### config.mk
export PLATFORM = sky130hd
export DESIGN_NAME = midpoint_ellipse_rasterizer
export DESIGN_NICKNAME = d
export VERILOG_FILES = /design/src/rtl/core/mer_pkg.sv /design/src/rtl/core/mer_ctrl.sv /design/src/rtl/core/mer_dpath.sv /design/src/rtl/core/midpoint_ellipse_rasterizer.sv
export SDC_FILE = /design/constraint.sdc
export NUM_CORES = 2
export LEC_CHECK = 0
export BUFFER_PORTS_ARGS = -buffer_cell sky130_fd_sc_hd__buf_2
export CAP_MARGIN = 20
export CORE_ASPECT_RATIO = 0.5
export CORE_MARGIN = 4
export CORE_UTILIZATION = 42
export CTS_BUF_LIST = sky130_fd_sc_hd__clkbuf_8
export CTS_CLUSTER_DIAMETER = 100
export DETAILED_ROUTE_END_ITERATION = 12
export PLACE_DENSITY = 0.64
export SLEW_MARGIN = 15
export SYNTH_ARGS = -nofsm -noshare
export SYNTH_HDL_FRONTEND = slang
export SYNTH_HIERARCHICAL = 1
export SYNTH_SLANG_ARGS = --single-unit
export TNS_END_PERCENT = 100
### constraint.sdc
create_clock -name clk -period 13.6 [get_ports clk]
set_input_delay 0.68 -clock clk [delete_from_list [all_inputs] [get_ports clk]]
set_output_delay 0.68 -clock clk [all_outputs]
set_load 0.05 [all_outputs]
### src/rtl/core/mer_pkg.sv
`timescale 1ns / 1ps
`default_nettype none

package mer_pkg;

  typedef enum logic {
    OPN_START = 1'b0,
    OPN_STEP  = 1'b1
  } opn_t;

  typedef enum logic [2:0] {
    SH_IDLE,
    SH_POINT,
    SH_VRUN,
    SH_HRUN,
    SH_R1,
    SH_R2
  } shape_t;

  typedef enum logic [3:0] {
    ST_READY,
    ST_SQ_RX,
    ST_SQ_RY,
    ST_MUL_DY,
    ST_INIT_D,
    ST_EMIT,
    ST_STEP,
    ST_R1_D,
    ST_N1,
    ST_N2,
    ST_N3,
    ST_ROUND,
    ST_R2_MOVE,
    ST_R2_D
  } ctl_state_t;

  typedef enum logic [3:0] {
    OP_NONE,
    OP_LOAD,
    OP_SQ_RX,
    OP_SQ_RY,
    OP_MUL_DY,
    OP_INIT_D,
    OP_EMIT,
    OP_INC_X,
    OP_INC_Y,
    OP_R1_MOVE,
    OP_R1_DEC,
    OP_N1,
    OP_N2,
    OP_N3,
    OP_ROUND,
    OP_R2_MOVE
  } dp_op_t;

  typedef struct packed {
    dp_op_t     op;
    logic [1:0] quad;
    logic       last;
    logic       done;
    logic       r2_dec;
  } dp_cmd_t;

  typedef struct packed {
    logic rx_zero;
    logic ry_zero;
    logic x_zero;
    logic y_zero;
    logic y_le0;
    logic run_end_x;
    logic run_end_y;
    logic dx_lt_dy;
    logic out_free;
  } dp_sts_t;

endpackage

`default_nettype wire

### src/rtl/core/mer_ctrl.sv
`timescale 1ns / 1ps
`default_nettype none

module mer_ctrl (
  input  wire logic             clk,
  input  wire logic             rst,
  input  wire logic             item_valid,
  input  wire logic             operation,
  output logic                  item_stall,
  input  wire mer_pkg::dp_sts_t sts,
  output mer_pkg::dp_cmd_t      cmd
);

  mer_pkg::ctl_state_t state, state_next;
  mer_pkg::shape_t     shape, shape_next;
  logic [1:0]          pt_idx, pt_idx_next;

  logic       more;
  logic [1:0] nxt;
  logic       done_pred;
  logic       ellipse;
  logic       accept;

  assign accept  = item_valid && !item_stall;
  assign ellipse = (shape == mer_pkg::SH_R1) || (shape == mer_pkg::SH_R2);

  // find the next mirrored point of this position
  always_comb begin
    more = 1'b0;
    nxt  = pt_idx;
    if (ellipse) begin
      case (pt_idx)
        2'd0: begin
          if (!sts.x_zero) begin
            more = 1'b1;
            nxt  = 2'd1;
          end else if (!sts.y_zero) begin
            more = 1'b1;
            nxt  = 2'd2;
          end
        end
        2'd1: begin
          if (!sts.y_zero) begin
            more = 1'b1;
            nxt  = 2'd2;
          end
        end
        2'd2: begin
          if (!sts.x_zero) begin
            more = 1'b1;
            nxt  = 2'd3;
          end
        end
        default: begin
          more = 1'b0;
        end
      endcase
    end
  end

  always_comb begin
    done_pred = 1'b0;
    case (shape)
      mer_pkg::SH_POINT: done_pred = 1'b1;
      mer_pkg::SH_VRUN:  done_pred = sts.run_end_y;
      mer_pkg::SH_HRUN:  done_pred = sts.run_end_x;
      mer_pkg::SH_R1:    done_pred = !sts.dx_lt_dy && sts.y_le0;
      mer_pkg::SH_R2:    done_pred = sts.y_le0;
      default:           done_pred = 1'b1;
    endcase
  end

  always_comb begin
    state_next  = state;
    shape_next  = shape;
    pt_idx_next = pt_idx;
    unique case (state)
      mer_pkg::ST_READY: begin
        if (accept) begin
          if (operation == mer_pkg::OPN_START) begin
            state_next = mer_pkg::ST_SQ_RX;
          end else if (shape != mer_pkg::SH_IDLE) begin
            state_next  = mer_pkg::ST_EMIT;
            pt_idx_next = 2'd0;
          end
        end
      end
      mer_pkg::ST_SQ_RX: begin
        if (sts.rx_zero && sts.ry_zero) begin
          shape_next = mer_pkg::SH_POINT;
        end else if (sts.rx_zero) begin
          shape_next = mer_pkg::SH_VRUN;
        end else if (sts.ry_zero) begin
          shape_next = mer_pkg::SH_HRUN;
        end else begin
          shape_next = mer_pkg::SH_R1;
        end
        state_next = mer_pkg::ST_SQ_RY;
      end
      mer_pkg::ST_SQ_RY:  state_next = mer_pkg::ST_MUL_DY;
      mer_pkg::ST_MUL_DY: state_next = mer_pkg::ST_INIT_D;
      mer_pkg::ST_INIT_D: state_next = mer_pkg::ST_READY;
      mer_pkg::ST_EMIT: begin
        if (sts.out_free) begin
          if (more) begin
            pt_idx_next = nxt;
          end else if (done_pred) begin
            shape_next = mer_pkg::SH_IDLE;
            state_next = mer_pkg::ST_READY;
          end else begin
            state_next = mer_pkg::ST_STEP;
          end
        end
      end
      mer_pkg::ST_STEP: begin
        case (shape)
          mer_pkg::SH_R1: begin
            state_next = sts.dx_lt_dy ? mer_pkg::ST_R1_D : mer_pkg::ST_N1;
          end
          mer_pkg::SH_R2: state_next = mer_pkg::ST_R2_D;
          default:        state_next = mer_pkg::ST_READY;
        endcase
      end
      mer_pkg::ST_R1_D: state_next = mer_pkg::ST_READY;
      mer_pkg::ST_N1:   state_next = mer_pkg::ST_N2;
      mer_pkg::ST_N2:   state_next = mer_pkg::ST_N3;
      mer_pkg::ST_N3:   state_next = mer_pkg::ST_ROUND;
      mer_pkg::ST_ROUND: begin
        shape_next = mer_pkg::SH_R2;
        state_next = mer_pkg::ST_R2_MOVE;
      end
      mer_pkg::ST_R2_MOVE: state_next = mer_pkg::ST_R2_D;
      mer_pkg::ST_R2_D:    state_next = mer_pkg::ST_READY;
      default:             state_next = mer_pkg::ST_READY;
    endcase
  end

  always_comb begin
    item_stall = 1'b1;
    cmd        = '{op: mer_pkg::OP_NONE, quad: pt_idx, last: !more,
                   done: !more && done_pred, r2_dec: 1'b0};
    unique case (state)
      mer_pkg::ST_READY: begin
        item_stall = 1'b0;
        if (item_valid && operation == mer_pkg::OPN_START) begin
          cmd.op = mer_pkg::OP_LOAD;
        end
      end
      mer_pkg::ST_SQ_RX:  cmd.op = mer_pkg::OP_SQ_RX;
      mer_pkg::ST_SQ_RY:  cmd.op = mer_pkg::OP_SQ_RY;
      mer_pkg::ST_MUL_DY: cmd.op = mer_pkg::OP_MUL_DY;
      mer_pkg::ST_INIT_D: cmd.op = mer_pkg::OP_INIT_D;
      mer_pkg::ST_EMIT: begin
        if (sts.out_free) begin
          cmd.op = mer_pkg::OP_EMIT;
        end
      end
      mer_pkg::ST_STEP: begin
        case (shape)
          mer_pkg::SH_VRUN: cmd.op = mer_pkg::OP_INC_Y;
          mer_pkg::SH_HRUN: cmd.op = mer_pkg::OP_INC_X;
          mer_pkg::SH_R1: begin
            if (sts.dx_lt_dy) begin
              cmd.op = mer_pkg::OP_R1_MOVE;
            end
          end
          mer_pkg::SH_R2:   cmd.op = mer_pkg::OP_R2_MOVE;
          default:          cmd.op = mer_pkg::OP_NONE;
        endcase
      end
      mer_pkg::ST_R1_D: cmd.op = mer_pkg::OP_R1_DEC;
      mer_pkg::ST_N1:   cmd.op = mer_pkg::OP_N1;
      mer_pkg::ST_N2:   cmd.op = mer_pkg::OP_N2;
      mer_pkg::ST_N3:   cmd.op = mer_pkg::OP_N3;
      mer_pkg::ST_ROUND: cmd.op = mer_pkg::OP_ROUND;
      mer_pkg::ST_R2_MOVE: cmd.op = mer_pkg::OP_R2_MOVE;
      mer_pkg::ST_R2_D: begin
        cmd.op     = mer_pkg::OP_R1_DEC;
        cmd.r2_dec = 1'b1;
      end
      default: cmd.op = mer_pkg::OP_NONE;
    endcase
  end

  always_ff @(posedge clk) begin
    if (rst) begin
      state  <= mer_pkg::ST_READY;
      shape  <= mer_pkg::SH_IDLE;
      pt_idx <= 2'd0;
    end else begin
      state  <= state_next;
      shape  <= shape_next;
      pt_idx <= pt_idx_next;
    end
  end

  a_emit_free: assert property (@(posedge clk) disable iff (rst)
    cmd.op == mer_pkg::OP_EMIT |-> sts.out_free)
    else $error("point loaded while output register busy");

  a_done_last: assert property (@(posedge clk) disable iff (rst)
    (cmd.op == mer_pkg::OP_EMIT && cmd.done) |-> cmd.last)
    else $error("shape end flagged on a point that is not last");

  a_done_idle: assert property (@(posedge clk) disable iff (rst)
    (cmd.op == mer_pkg::OP_EMIT && cmd.done) |=> shape == mer_pkg::SH_IDLE)
    else $error("shape still active after its final point");

  a_start_busy: assert property (@(posedge clk) disable iff (rst)
    (accept && operation == mer_pkg::OPN_START) |=> item_stall)
    else $error("item taken during start setup");

endmodule

`default_nettype wire

### src/rtl/core/mer_dpath.sv
`timescale 1ns / 1ps
`default_nettype none

module mer_dpath #(
  parameter int COORD_BITS  = 16,
  parameter int RADIUS_BITS = 14
) (
  input  wire logic                         clk,
  input  wire logic                         rst,
  input  wire mer_pkg::dp_cmd_t             cmd,
  output mer_pkg::dp_sts_t                  sts,
  input  wire logic signed [COORD_BITS-1:0] center_x,
  input  wire logic signed [COORD_BITS-1:0] center_y,
  input  wire logic [RADIUS_BITS-1:0]       radius_x,
  input  wire logic [RADIUS_BITS-1:0]       radius_y,
  input  wire logic [31:0]                  color,
  output logic                              pixel_valid,
  input  wire logic                         pixel_stall,
  output logic signed [COORD_BITS:0]        pixel_x,
  output logic signed [COORD_BITS:0]        pixel_y,
  output logic [31:0]                       pixel_color,
  output logic                              last_of_step,
  output logic                              shape_done
);

  localparam int C   = COORD_BITS;
  localparam int R   = RADIUS_BITS;
  localparam int CW  = R + 2;
  localparam int SQW = 2 * R;
  localparam int PW  = 3 * R;
  localparam int SDW = 3 * R + 4;
  localparam int DW  = 3 * R + 8;
  localparam int SW  = ((C > CW) ? C : CW) + 1;

  logic [R-1:0]            rad_x, rad_y;
  logic signed [C-1:0]     cen_x, cen_y;
  logic [31:0]             col;
  logic [SQW-1:0]          rx2, ry2;
  logic signed [SDW-1:0]   step_dx, step_dy;
  logic signed [DW-1:0]    decision;
  logic signed [CW-1:0]    cur_x, cur_y;
  logic                    diag;

  logic [SQW-1:0]          mul_a;
  logic [R-1:0]            mul_b;
  logic [PW-1:0]           prod;

  logic signed [DW-1:0]    rx2_d, ry2_d, q_d, dx_d, dy_d;
  logic signed [SDW-1:0]   rx2_2, ry2_2;
  logic [SQW:0]            q_sum;
  logic signed [DW-1:0]    dec_inc1, dec_inc2, dec_rnd;
  logic signed [DW-1:0]    dec_upd;
  logic signed [CW-1:0]    ld_x, ld_y, cw_rx, cw_ry;
  logic signed [CW-1:0]    off_x, off_y;
  logic [SW-1:0]           sum_x, sum_y;
  logic                    dec_neg, dec_pos;

  always_comb begin
    case (cmd.op)
      mer_pkg::OP_SQ_RY: begin
        mul_a = {{(SQW-R){1'b0}}, rad_y};
        mul_b = rad_y;
      end
      mer_pkg::OP_MUL_DY: begin
        mul_a = rx2;
        mul_b = rad_y;
      end
      default: begin
        mul_a = {{(SQW-R){1'b0}}, rad_x};
        mul_b = rad_x;
      end
    endcase
  end

  assign prod = mul_a * mul_b;

  assign rx2_d = {{(DW-SQW){1'b0}}, rx2};
  assign ry2_d = {{(DW-SQW){1'b0}}, ry2};
  assign rx2_2 = {{(SDW-SQW-1){1'b0}}, rx2, 1'b0};
  assign ry2_2 = {{(SDW-SQW-1){1'b0}}, ry2, 1'b0};
  assign q_sum = {1'b0, rx2} + {{(SQW-1){1'b0}}, 2'b10};
  assign q_d   = {{(DW-SQW+1){1'b0}}, q_sum[SQW:2]};
  assign dx_d  = {{(DW-SDW){step_dx[SDW-1]}}, step_dx};
  assign dy_d  = {{(DW-SDW){step_dy[SDW-1]}}, step_dy};

  assign dec_neg  = decision[DW-1];
  assign dec_pos  = !decision[DW-1] && (decision != '0);
  assign dec_inc1 = decision + {{(DW-1){1'b0}}, 1'b1};
  assign dec_inc2 = decision + {{(DW-2){1'b0}}, 2'b10};
  // quarter, rounded half away from zero
  assign dec_rnd  = dec_neg ? (dec_inc1 >>> 2) : (dec_inc2 >>> 2);

  always_comb begin
    if (cmd.r2_dec) begin
      dec_upd = decision + rx2_d - dy_d + (diag ? '0 : dx_d);
    end else begin
      dec_upd = decision + ry2_d + dx_d - (diag ? dy_d : '0);
    end
  end

  assign cw_rx = {2'b00, radius_x};
  assign cw_ry = {2'b00, radius_y};

  always_comb begin
    ld_x = '0;
    ld_y = '0;
    if (radius_x == '0 && radius_y != '0) begin
      ld_y = -cw_ry;
    end else if (radius_y == '0 && radius_x != '0) begin
      ld_x = -cw_rx;
    end else if (radius_x != '0) begin
      ld_y = cw_ry;
    end
  end

  assign off_x = cmd.quad[0] ? -cur_x : cur_x;
  assign off_y = cmd.quad[1] ? -cur_y : cur_y;
  assign sum_x = {{(SW-C){cen_x[C-1]}}, cen_x} + {{(SW-CW){off_x[CW-1]}}, off_x};
  assign sum_y = {{(SW-C){cen_y[C-1]}}, cen_y} + {{(SW-CW){off_y[CW-1]}}, off_y};

  always_comb begin
    sts.rx_zero   = (rad_x == '0);
    sts.ry_zero   = (rad_y == '0);
    sts.x_zero    = (cur_x == '0);
    sts.y_zero    = (cur_y == '0);
    sts.y_le0     = cur_y[CW-1] || (cur_y == '0);
    sts.run_end_x = cur_x >= $signed({2'b00, rad_x});
    sts.run_end_y = cur_y >= $signed({2'b00, rad_y});
    sts.dx_lt_dy  = step_dx < step_dy;
    sts.out_free  = !pixel_valid || !pixel_stall;
  end

  always_ff @(posedge clk) begin
    case (cmd.op)
      mer_pkg::OP_LOAD: begin
        cen_x   <= center_x;
        cen_y   <= center_y;
        col     <= color;
        rad_x   <= radius_x;
        rad_y   <= radius_y;
        cur_x   <= ld_x;
        cur_y   <= ld_y;
        step_dx <= '0;
        step_dy <= '0;
        diag    <= 1'b0;
      end
      mer_pkg::OP_SQ_RX:  rx2 <= prod[SQW-1:0];
      mer_pkg::OP_SQ_RY:  ry2 <= prod[SQW-1:0];
      mer_pkg::OP_MUL_DY: step_dy <= {{(SDW-PW-1){1'b0}}, prod, 1'b0};
      mer_pkg::OP_INIT_D: decision <= ry2_d - (dy_d >>> 1) + q_d;
      mer_pkg::OP_INC_X:  cur_x <= cur_x + {{(CW-1){1'b0}}, 1'b1};
      mer_pkg::OP_INC_Y:  cur_y <= cur_y + {{(CW-1){1'b0}}, 1'b1};
      mer_pkg::OP_R1_MOVE: begin
        cur_x   <= cur_x + {{(CW-1){1'b0}}, 1'b1};
        step_dx <= step_dx + ry2_2;
        diag    <= !dec_neg;
        if (!dec_neg) begin
          cur_y   <= cur_y - {{(CW-1){1'b0}}, 1'b1};
          step_dy <= step_dy - rx2_2;
        end
      end
      mer_pkg::OP_R1_DEC: decision <= dec_upd;
      mer_pkg::OP_N1:     decision <= (decision <<< 2) + (rx2_d <<< 2) - (q_d <<< 2);
      mer_pkg::OP_N2:     decision <= decision - ry2_d - (ry2_d <<< 1);
      mer_pkg::OP_N3:     decision <= decision - (dx_d <<< 1) - (dy_d <<< 1);
      mer_pkg::OP_ROUND:  decision <= dec_rnd;
      mer_pkg::OP_R2_MOVE: begin
        cur_y   <= cur_y - {{(CW-1){1'b0}}, 1'b1};
        step_dy <= step_dy - rx2_2;
        diag    <= dec_pos;
        if (!dec_pos) begin
          cur_x   <= cur_x + {{(CW-1){1'b0}}, 1'b1};
          step_dx <= step_dx + ry2_2;
        end
      end
      default: begin
      end
    endcase
  end

  always_ff @(posedge clk) begin
    if (cmd.op == mer_pkg::OP_EMIT) begin
      pixel_x      <= sum_x[C:0];
      pixel_y      <= sum_y[C:0];
      pixel_color  <= col;
      last_of_step <= cmd.last;
      shape_done   <= cmd.done;
    end
  end

  always_ff @(posedge clk) begin
    if (rst) begin
      pixel_valid <= 1'b0;
    end else if (cmd.op == mer_pkg::OP_EMIT) begin
      pixel_valid <= 1'b1;
    end else if (!pixel_stall) begin
      pixel_valid <= 1'b0;
    end
  end

endmodule

`default_nettype wire

### src/rtl/core/midpoint_ellipse_rasterizer.sv
// Midpoint ellipse outline rasterizer.
// Input channel (item_valid / item_stall): operation 0 starts a shape from
// center_x, center_y, radius_x, radius_y and color; operation 1 asks for the
// next outline position. A start gives no output item and aborts any shape
// in progress; a step with no shape active is taken and dropped.
// Output channel (pixel_valid / pixel_stall): one item per point, up to four
// mirrored points per step, last_of_step on the final one and shape_done on
// the final point of the whole outline.
// Timing: a start holds the input through its setup states (squares and
// initial terms through one shared multiplier). With a free output, an
// ellipse step loads its points (1 to 4) into the output register, one
// point per cycle, then moves and updates its decision; a run step emits
// its point, then moves; a shape's last step ends at its last point. The
// step from region one to region two adds the N1, N2, N3, ROUND and
// R2_MOVE states for the exact region-two start value. A step's first
// point is loaded from the emit state entered after its accept. A stalled
// output holds its item; emission pauses and item_stall stays high until
// the step's points and its position update are done.
// Reset clears the control state: no shape is active and no output is valid.
`timescale 1ns / 1ps
`default_nettype none

module midpoint_ellipse_rasterizer #(
  parameter int COORD_BITS  = 16,
  parameter int RADIUS_BITS = 14
) (
  input  wire logic                         clk,
  input  wire logic                         rst,
  input  wire logic                         item_valid,
  output logic                              item_stall,
  input  wire logic                         operation,
  input  wire logic signed [COORD_BITS-1:0] center_x,
  input  wire logic signed [COORD_BITS-1:0] center_y,
  input  wire logic [RADIUS_BITS-1:0]       radius_x,
  input  wire logic [RADIUS_BITS-1:0]       radius_y,
  input  wire logic [31:0]                  color,
  output logic                              pixel_valid,
  input  wire logic                         pixel_stall,
  output logic signed [COORD_BITS:0]        pixel_x,
  output logic signed [COORD_BITS:0]        pixel_y,
  output logic [31:0]                       pixel_color,
  output logic                              last_of_step,
  output logic                              shape_done
);

  mer_pkg::dp_cmd_t cmd;
  mer_pkg::dp_sts_t sts;

  mer_ctrl u_ctrl (
    .clk        (clk),
    .rst        (rst),
    .item_valid (item_valid),
    .operation  (operation),
    .item_stall (item_stall),
    .sts        (sts),
    .cmd        (cmd)
  );

  mer_dpath #(
    .COORD_BITS  (COORD_BITS),
    .RADIUS_BITS (RADIUS_BITS)
  ) u_dpath (
    .clk          (clk),
    .rst          (rst),
    .cmd          (cmd),
    .sts          (sts),
    .center_x     (center_x),
    .center_y     (center_y),
    .radius_x     (radius_x),
    .radius_y     (radius_y),
    .color        (color),
    .pixel_valid  (pixel_valid),
    .pixel_stall  (pixel_stall),
    .pixel_x      (pixel_x),
    .pixel_y      (pixel_y),
    .pixel_color  (pixel_color),
    .last_of_step (last_of_step),
    .shape_done   (shape_done)
  );

endmodule

`default_nettype wire
==> results.md <==
Outcome:
- The flow ran to the end, and the final reports show no timing, DRC or antenna violations.

Yosys:
- Of all cell types, the one taking the most synthesized area is fa_1.
- Synthesis produced a netlist whose cell count is 6897.
- Yosys attributes the largest share of cell area to fa_1 (19%), edfxtp_1 (19%), ha_1 (14%).
- The number of distinct library cell variants in the gate-level netlist after synthesis is 102.
- Of the synthesized area, sequential elements account for 19.4%.
- The number of enable flip-flop cells after synthesis is 389.
- In the synthesized netlist, the cells that appear most often are inv_1 (913), ha_1 (682), fa_1 (593), nand2_1 (522), nor2_1 (462).
- The synthesized area per cell is 8.90 um^2.
- The area share of the leading cell type in the synthesized netlist is 19.3%.
- The synthesized net count is 8269.
- The post-synthesis instance area is 61400 um^2.
- The most used flip-flop cell after synthesis is edfxtp_1.
- In the synthesized netlist the async set-or-reset flop fraction comes to 0%.
- The most common cell in the synthesized netlist is inv_1.
- The count of state elements after synthesis is 399.
- During synthesis, Yosys emitted a total of 6 warnings.

Cells and area:
- The fraction of final layout cells sized beyond drive strength 1 is 6.12%.
- The sequential cells in the finished layout cover a total of 11900 um^2.
- The signed area change from the synthesized netlist to the final layout is 7.74%.
- With fillers left out, the area of the finished cells amounts to 66100 um^2.
- In the final layout, the multi-input gates occupy 45300 um^2.
- The layout filler cell count is 14107.
- The final-stage net count is 8389.
- The finished layout holds 9026 standard cells, fillers aside.

CTS:
- The clock transition at the registers of the reported paths is 0.07 ns.
- At the later pin of the worst-skew pair, clock insertion delay measures 0.81 ns.
- Clock tree synthesis inserted a total of 73 buffers.
- No sink is reached through more buffers than the 3 on the longest clock path.
- The root buffer cell chosen for the clock tree is clkbuf_8.
- The clock tree from TritonCTS is yes.
- The H-tree was split into 3 levels.
- CTS saw 399 sinks.

Timing:
- Setup repair after global routing left no endpoint under its margin.
- Setup violations remaining at the end of the flow were counted as 0.
- The relative max-transition margin is 9.14%.
- Derived from the worst setup path, the maximum achievable clock frequency is 0.0787 GHz.
- The count of final max-slew check failures is 0.
- The final-report hold violation count is 0.
- The total negative slack for setup checks is 0 ns.
- The pin slew with the least headroom to its limit is 1.35 ns.
- Across the routed clock network, the largest skew measured is 0.0829 ns.
- The worst path uses 93.5% of the clock period.
- The smallest clock period supported by the final layout is computed as 12.71 ns.

Detailed routing:
- After detailed routing, the number of remaining DRC violations is 0.
- The number of DRC markers in iteration 0 is 6309.
- Dividing the detail-routed via count by the number of cells gives 5.97.
- For this run, the detailed router's first-pass iteration total came to 8.
- The number of nets with antenna violations after routing is 0.
- The routed wire length per instance is 24.6 um.
- The wire length reported by the detailed router is 222000 um.
- Summing over every cut layer, the via total after detailed routing is 53878.

Critical path:
- In this run the worst path has a maximum fanout of 28.
- The startpoint identified for the worst register-to-register timing path is u_dpath/step_dy[45].
- The critical path contains buffers and inverters numbering 10 combined.
- The end of the worst register-to-register path is u_dpath/step_dy[42].
- At the worst endpoint, the arrival time is 13.15 ns.
- On the critical path, the stage with the largest delay is an instance of edfxtp_1.
- The required time at the endpoint of the critical path is 14.04 ns.
- In this design, the stage delay of the slowest critical-path cell is 0.74 ns.
- The setup slack on the worst flop-to-flop path is 0.89 ns.
- The critical path starts at u_dpath/step_dy[45].
- The cell occurring most often along the worst timing path is inv_1.
- The worst setup path is captured at a register.
- Broken down by cell family, the worst path's largest delay share belongs to adder cells.
- Measured in cells, the most critical reg-to-reg path has a length of 45.
- The type of the worst setup path is reg2reg.
- STA classifies the critical path startpoint as a register.

Hold path:
- The path with the worst hold slack has its endpoint at u_dpath/col[25].
- In this run the most critical hold path is launched from color[25].
- The min-delay analysis places its worst path in the category in2reg.
- The worst hold path cell count is 1.

Floorplan:
- The I/O pin total is 167.
- In this run the vertical extent of the chip is 278 um.
- Once the floorplan was initialized, standard cells occupied 42.6% of the core.
- The full die area is 153000 um^2.
- The horizontal extent of the die is 549 um.
- The area of the core region is 144000 um^2.
- The placement row count is 98.

Global routing:
- The first global-routing pass estimated 331000 um of wire.
- Entering global routing, the biggest net connects 91 pins.
- Global routing used 28.5% of the available tracks across all layers.
- The number of antenna violations at the first check in global routing is 10.
- The aggregate global routing overflow is 0.
- The via count of the first global-routing pass is 52685.

Place:
- The routability-driven placement congestion ratio is 1.01.
- The count of buffers inserted at the top-level ports is 166.
- The count of placed standard cells including taps is 8860.
- The HPWL after detailed placement is 182000 um.
- The post-placement cell area is 64400 um^2.

Job:
- The max-cap check violation count is 0.
## metal layers
layer	wire, um	track usage (%)
met1	97600	41.5
met2	92500	42.1
met3	26700	7.43
met4	5470	6.55
met5	76	0
## layout make-up
type | instances | area share, %
diodes | 5 | 0.0189
clock buffers | 73 | 1.52
clock inverters | 56 | 0.539
inverters | 921 | 5.23
multi-input cells | 5351 | 68.5
flip-flops and latches | 399 | 18.0
well taps | 1950 | 3.69
repair buffers | 271 | 2.55
## state kept, by name (all words and copies together), names as in the netlist, 17 cells and up
signal               count
u_dpath/ry2             28
u_dpath/step_dy         45
u_dpath/col             32
u_dpath/step_dx         45
u_dpath/pixel_color     32
u_dpath/rx2             28
u_dpath/pixel_y         17
u_dpath/decision        50
u_dpath/pixel_x         17
## cells by family after synthesis
logic type      after synthesis  synth area share (%)
simple gates               1893                  14.7
compound gates             1620                  17.5
fa+ha+maj                  1276                  33.3
buf+inv                    1147                  7.04
xor+xnor                    535                  7.64
flops                       399                  19.4
mux                          27                 0.451
## worst register-to-register path: cells and delay by family, from the launching register on
kind	cells	cell delay, ns
adders and majority gates	8	4.03
and+or+nand+nor	12	3.04
AOI/OAI and AO/OA	13	2.69
buffers and inverters	10	1.50
DFF	1	0.74
muxes	1	0.23
xor gates and xnor gates	1	0.13
## stage by stage
step	setup WS, ns	hold WS [ns]	util (%)
final	0.887	0.0596	45.9
after global routing	0.156	0.00873	45.9
after CTS	0.136	0.000245	45.9
after detailed placement	-0.485	0.405	44.8
after global placement	-0.442	0.401	44.7
after floorplan	1.89	0.400	-
## how the worst max path moves through the flow
stage	to	depth (start not counted)
6_report	u_dpath/step_dy[42]	45
5_1_grt	u_dpath/step_dy[42]	45
4_1_cts	u_dpath/step_dy[42]	42
3_5_place_dp	u_dpath/step_dy[39]	37
3_3_place_gp	u_dpath/step_dy[39]	37
2_1_floorplan	u_dpath/cur_x[0]	23
## what timing repair did
item	in CTS	in global routing
hold buffers	27	0
endpoints found under the setup margin	15	36
resized for setup	1	2
pin swaps	1	1
hold endpoints to repair	27	0
setup buffers	1	1
## cells in the final DEF (no fill, tap or decap), drive strengths merged, types with 28 or more instances in the layout
cell type / synthesis / final
nor2b: 53 / 53
or3: 37 / 37
clkbuf: 203 / 73
a211oi: 64 / 64
ha: 682 / 682
fa: 593 / 593
o21ai: 271 / 271
o221ai: 28 / 28
o31ai: 34 / 34
and2: 77 / 77
o211ai: 45 / 45
a31oi: 43 / 43
nor3: 231 / 231
o21bai: 77 / 77
nand2b: 77 / 77
buf: 23 / 244
nor2: 462 / 462
a21oi: 437 / 437
a221oi: 37 / 37
nor4: 51 / 51
nand3: 157 / 157
a21o: 205 / 205
clkinv: 4 / 32
inv: 917 / 939
xnor2: 377 / 377
nand2: 522 / 522
o22ai: 86 / 86
nand4: 69 / 69
and3: 79 / 79
xor2: 158 / 158
o21a: 72 / 72
edfxtp: 389 / 389
Power is not shown: default switching activity piles up to over one toggle a cycle in this logic, so the estimate is an artifact.
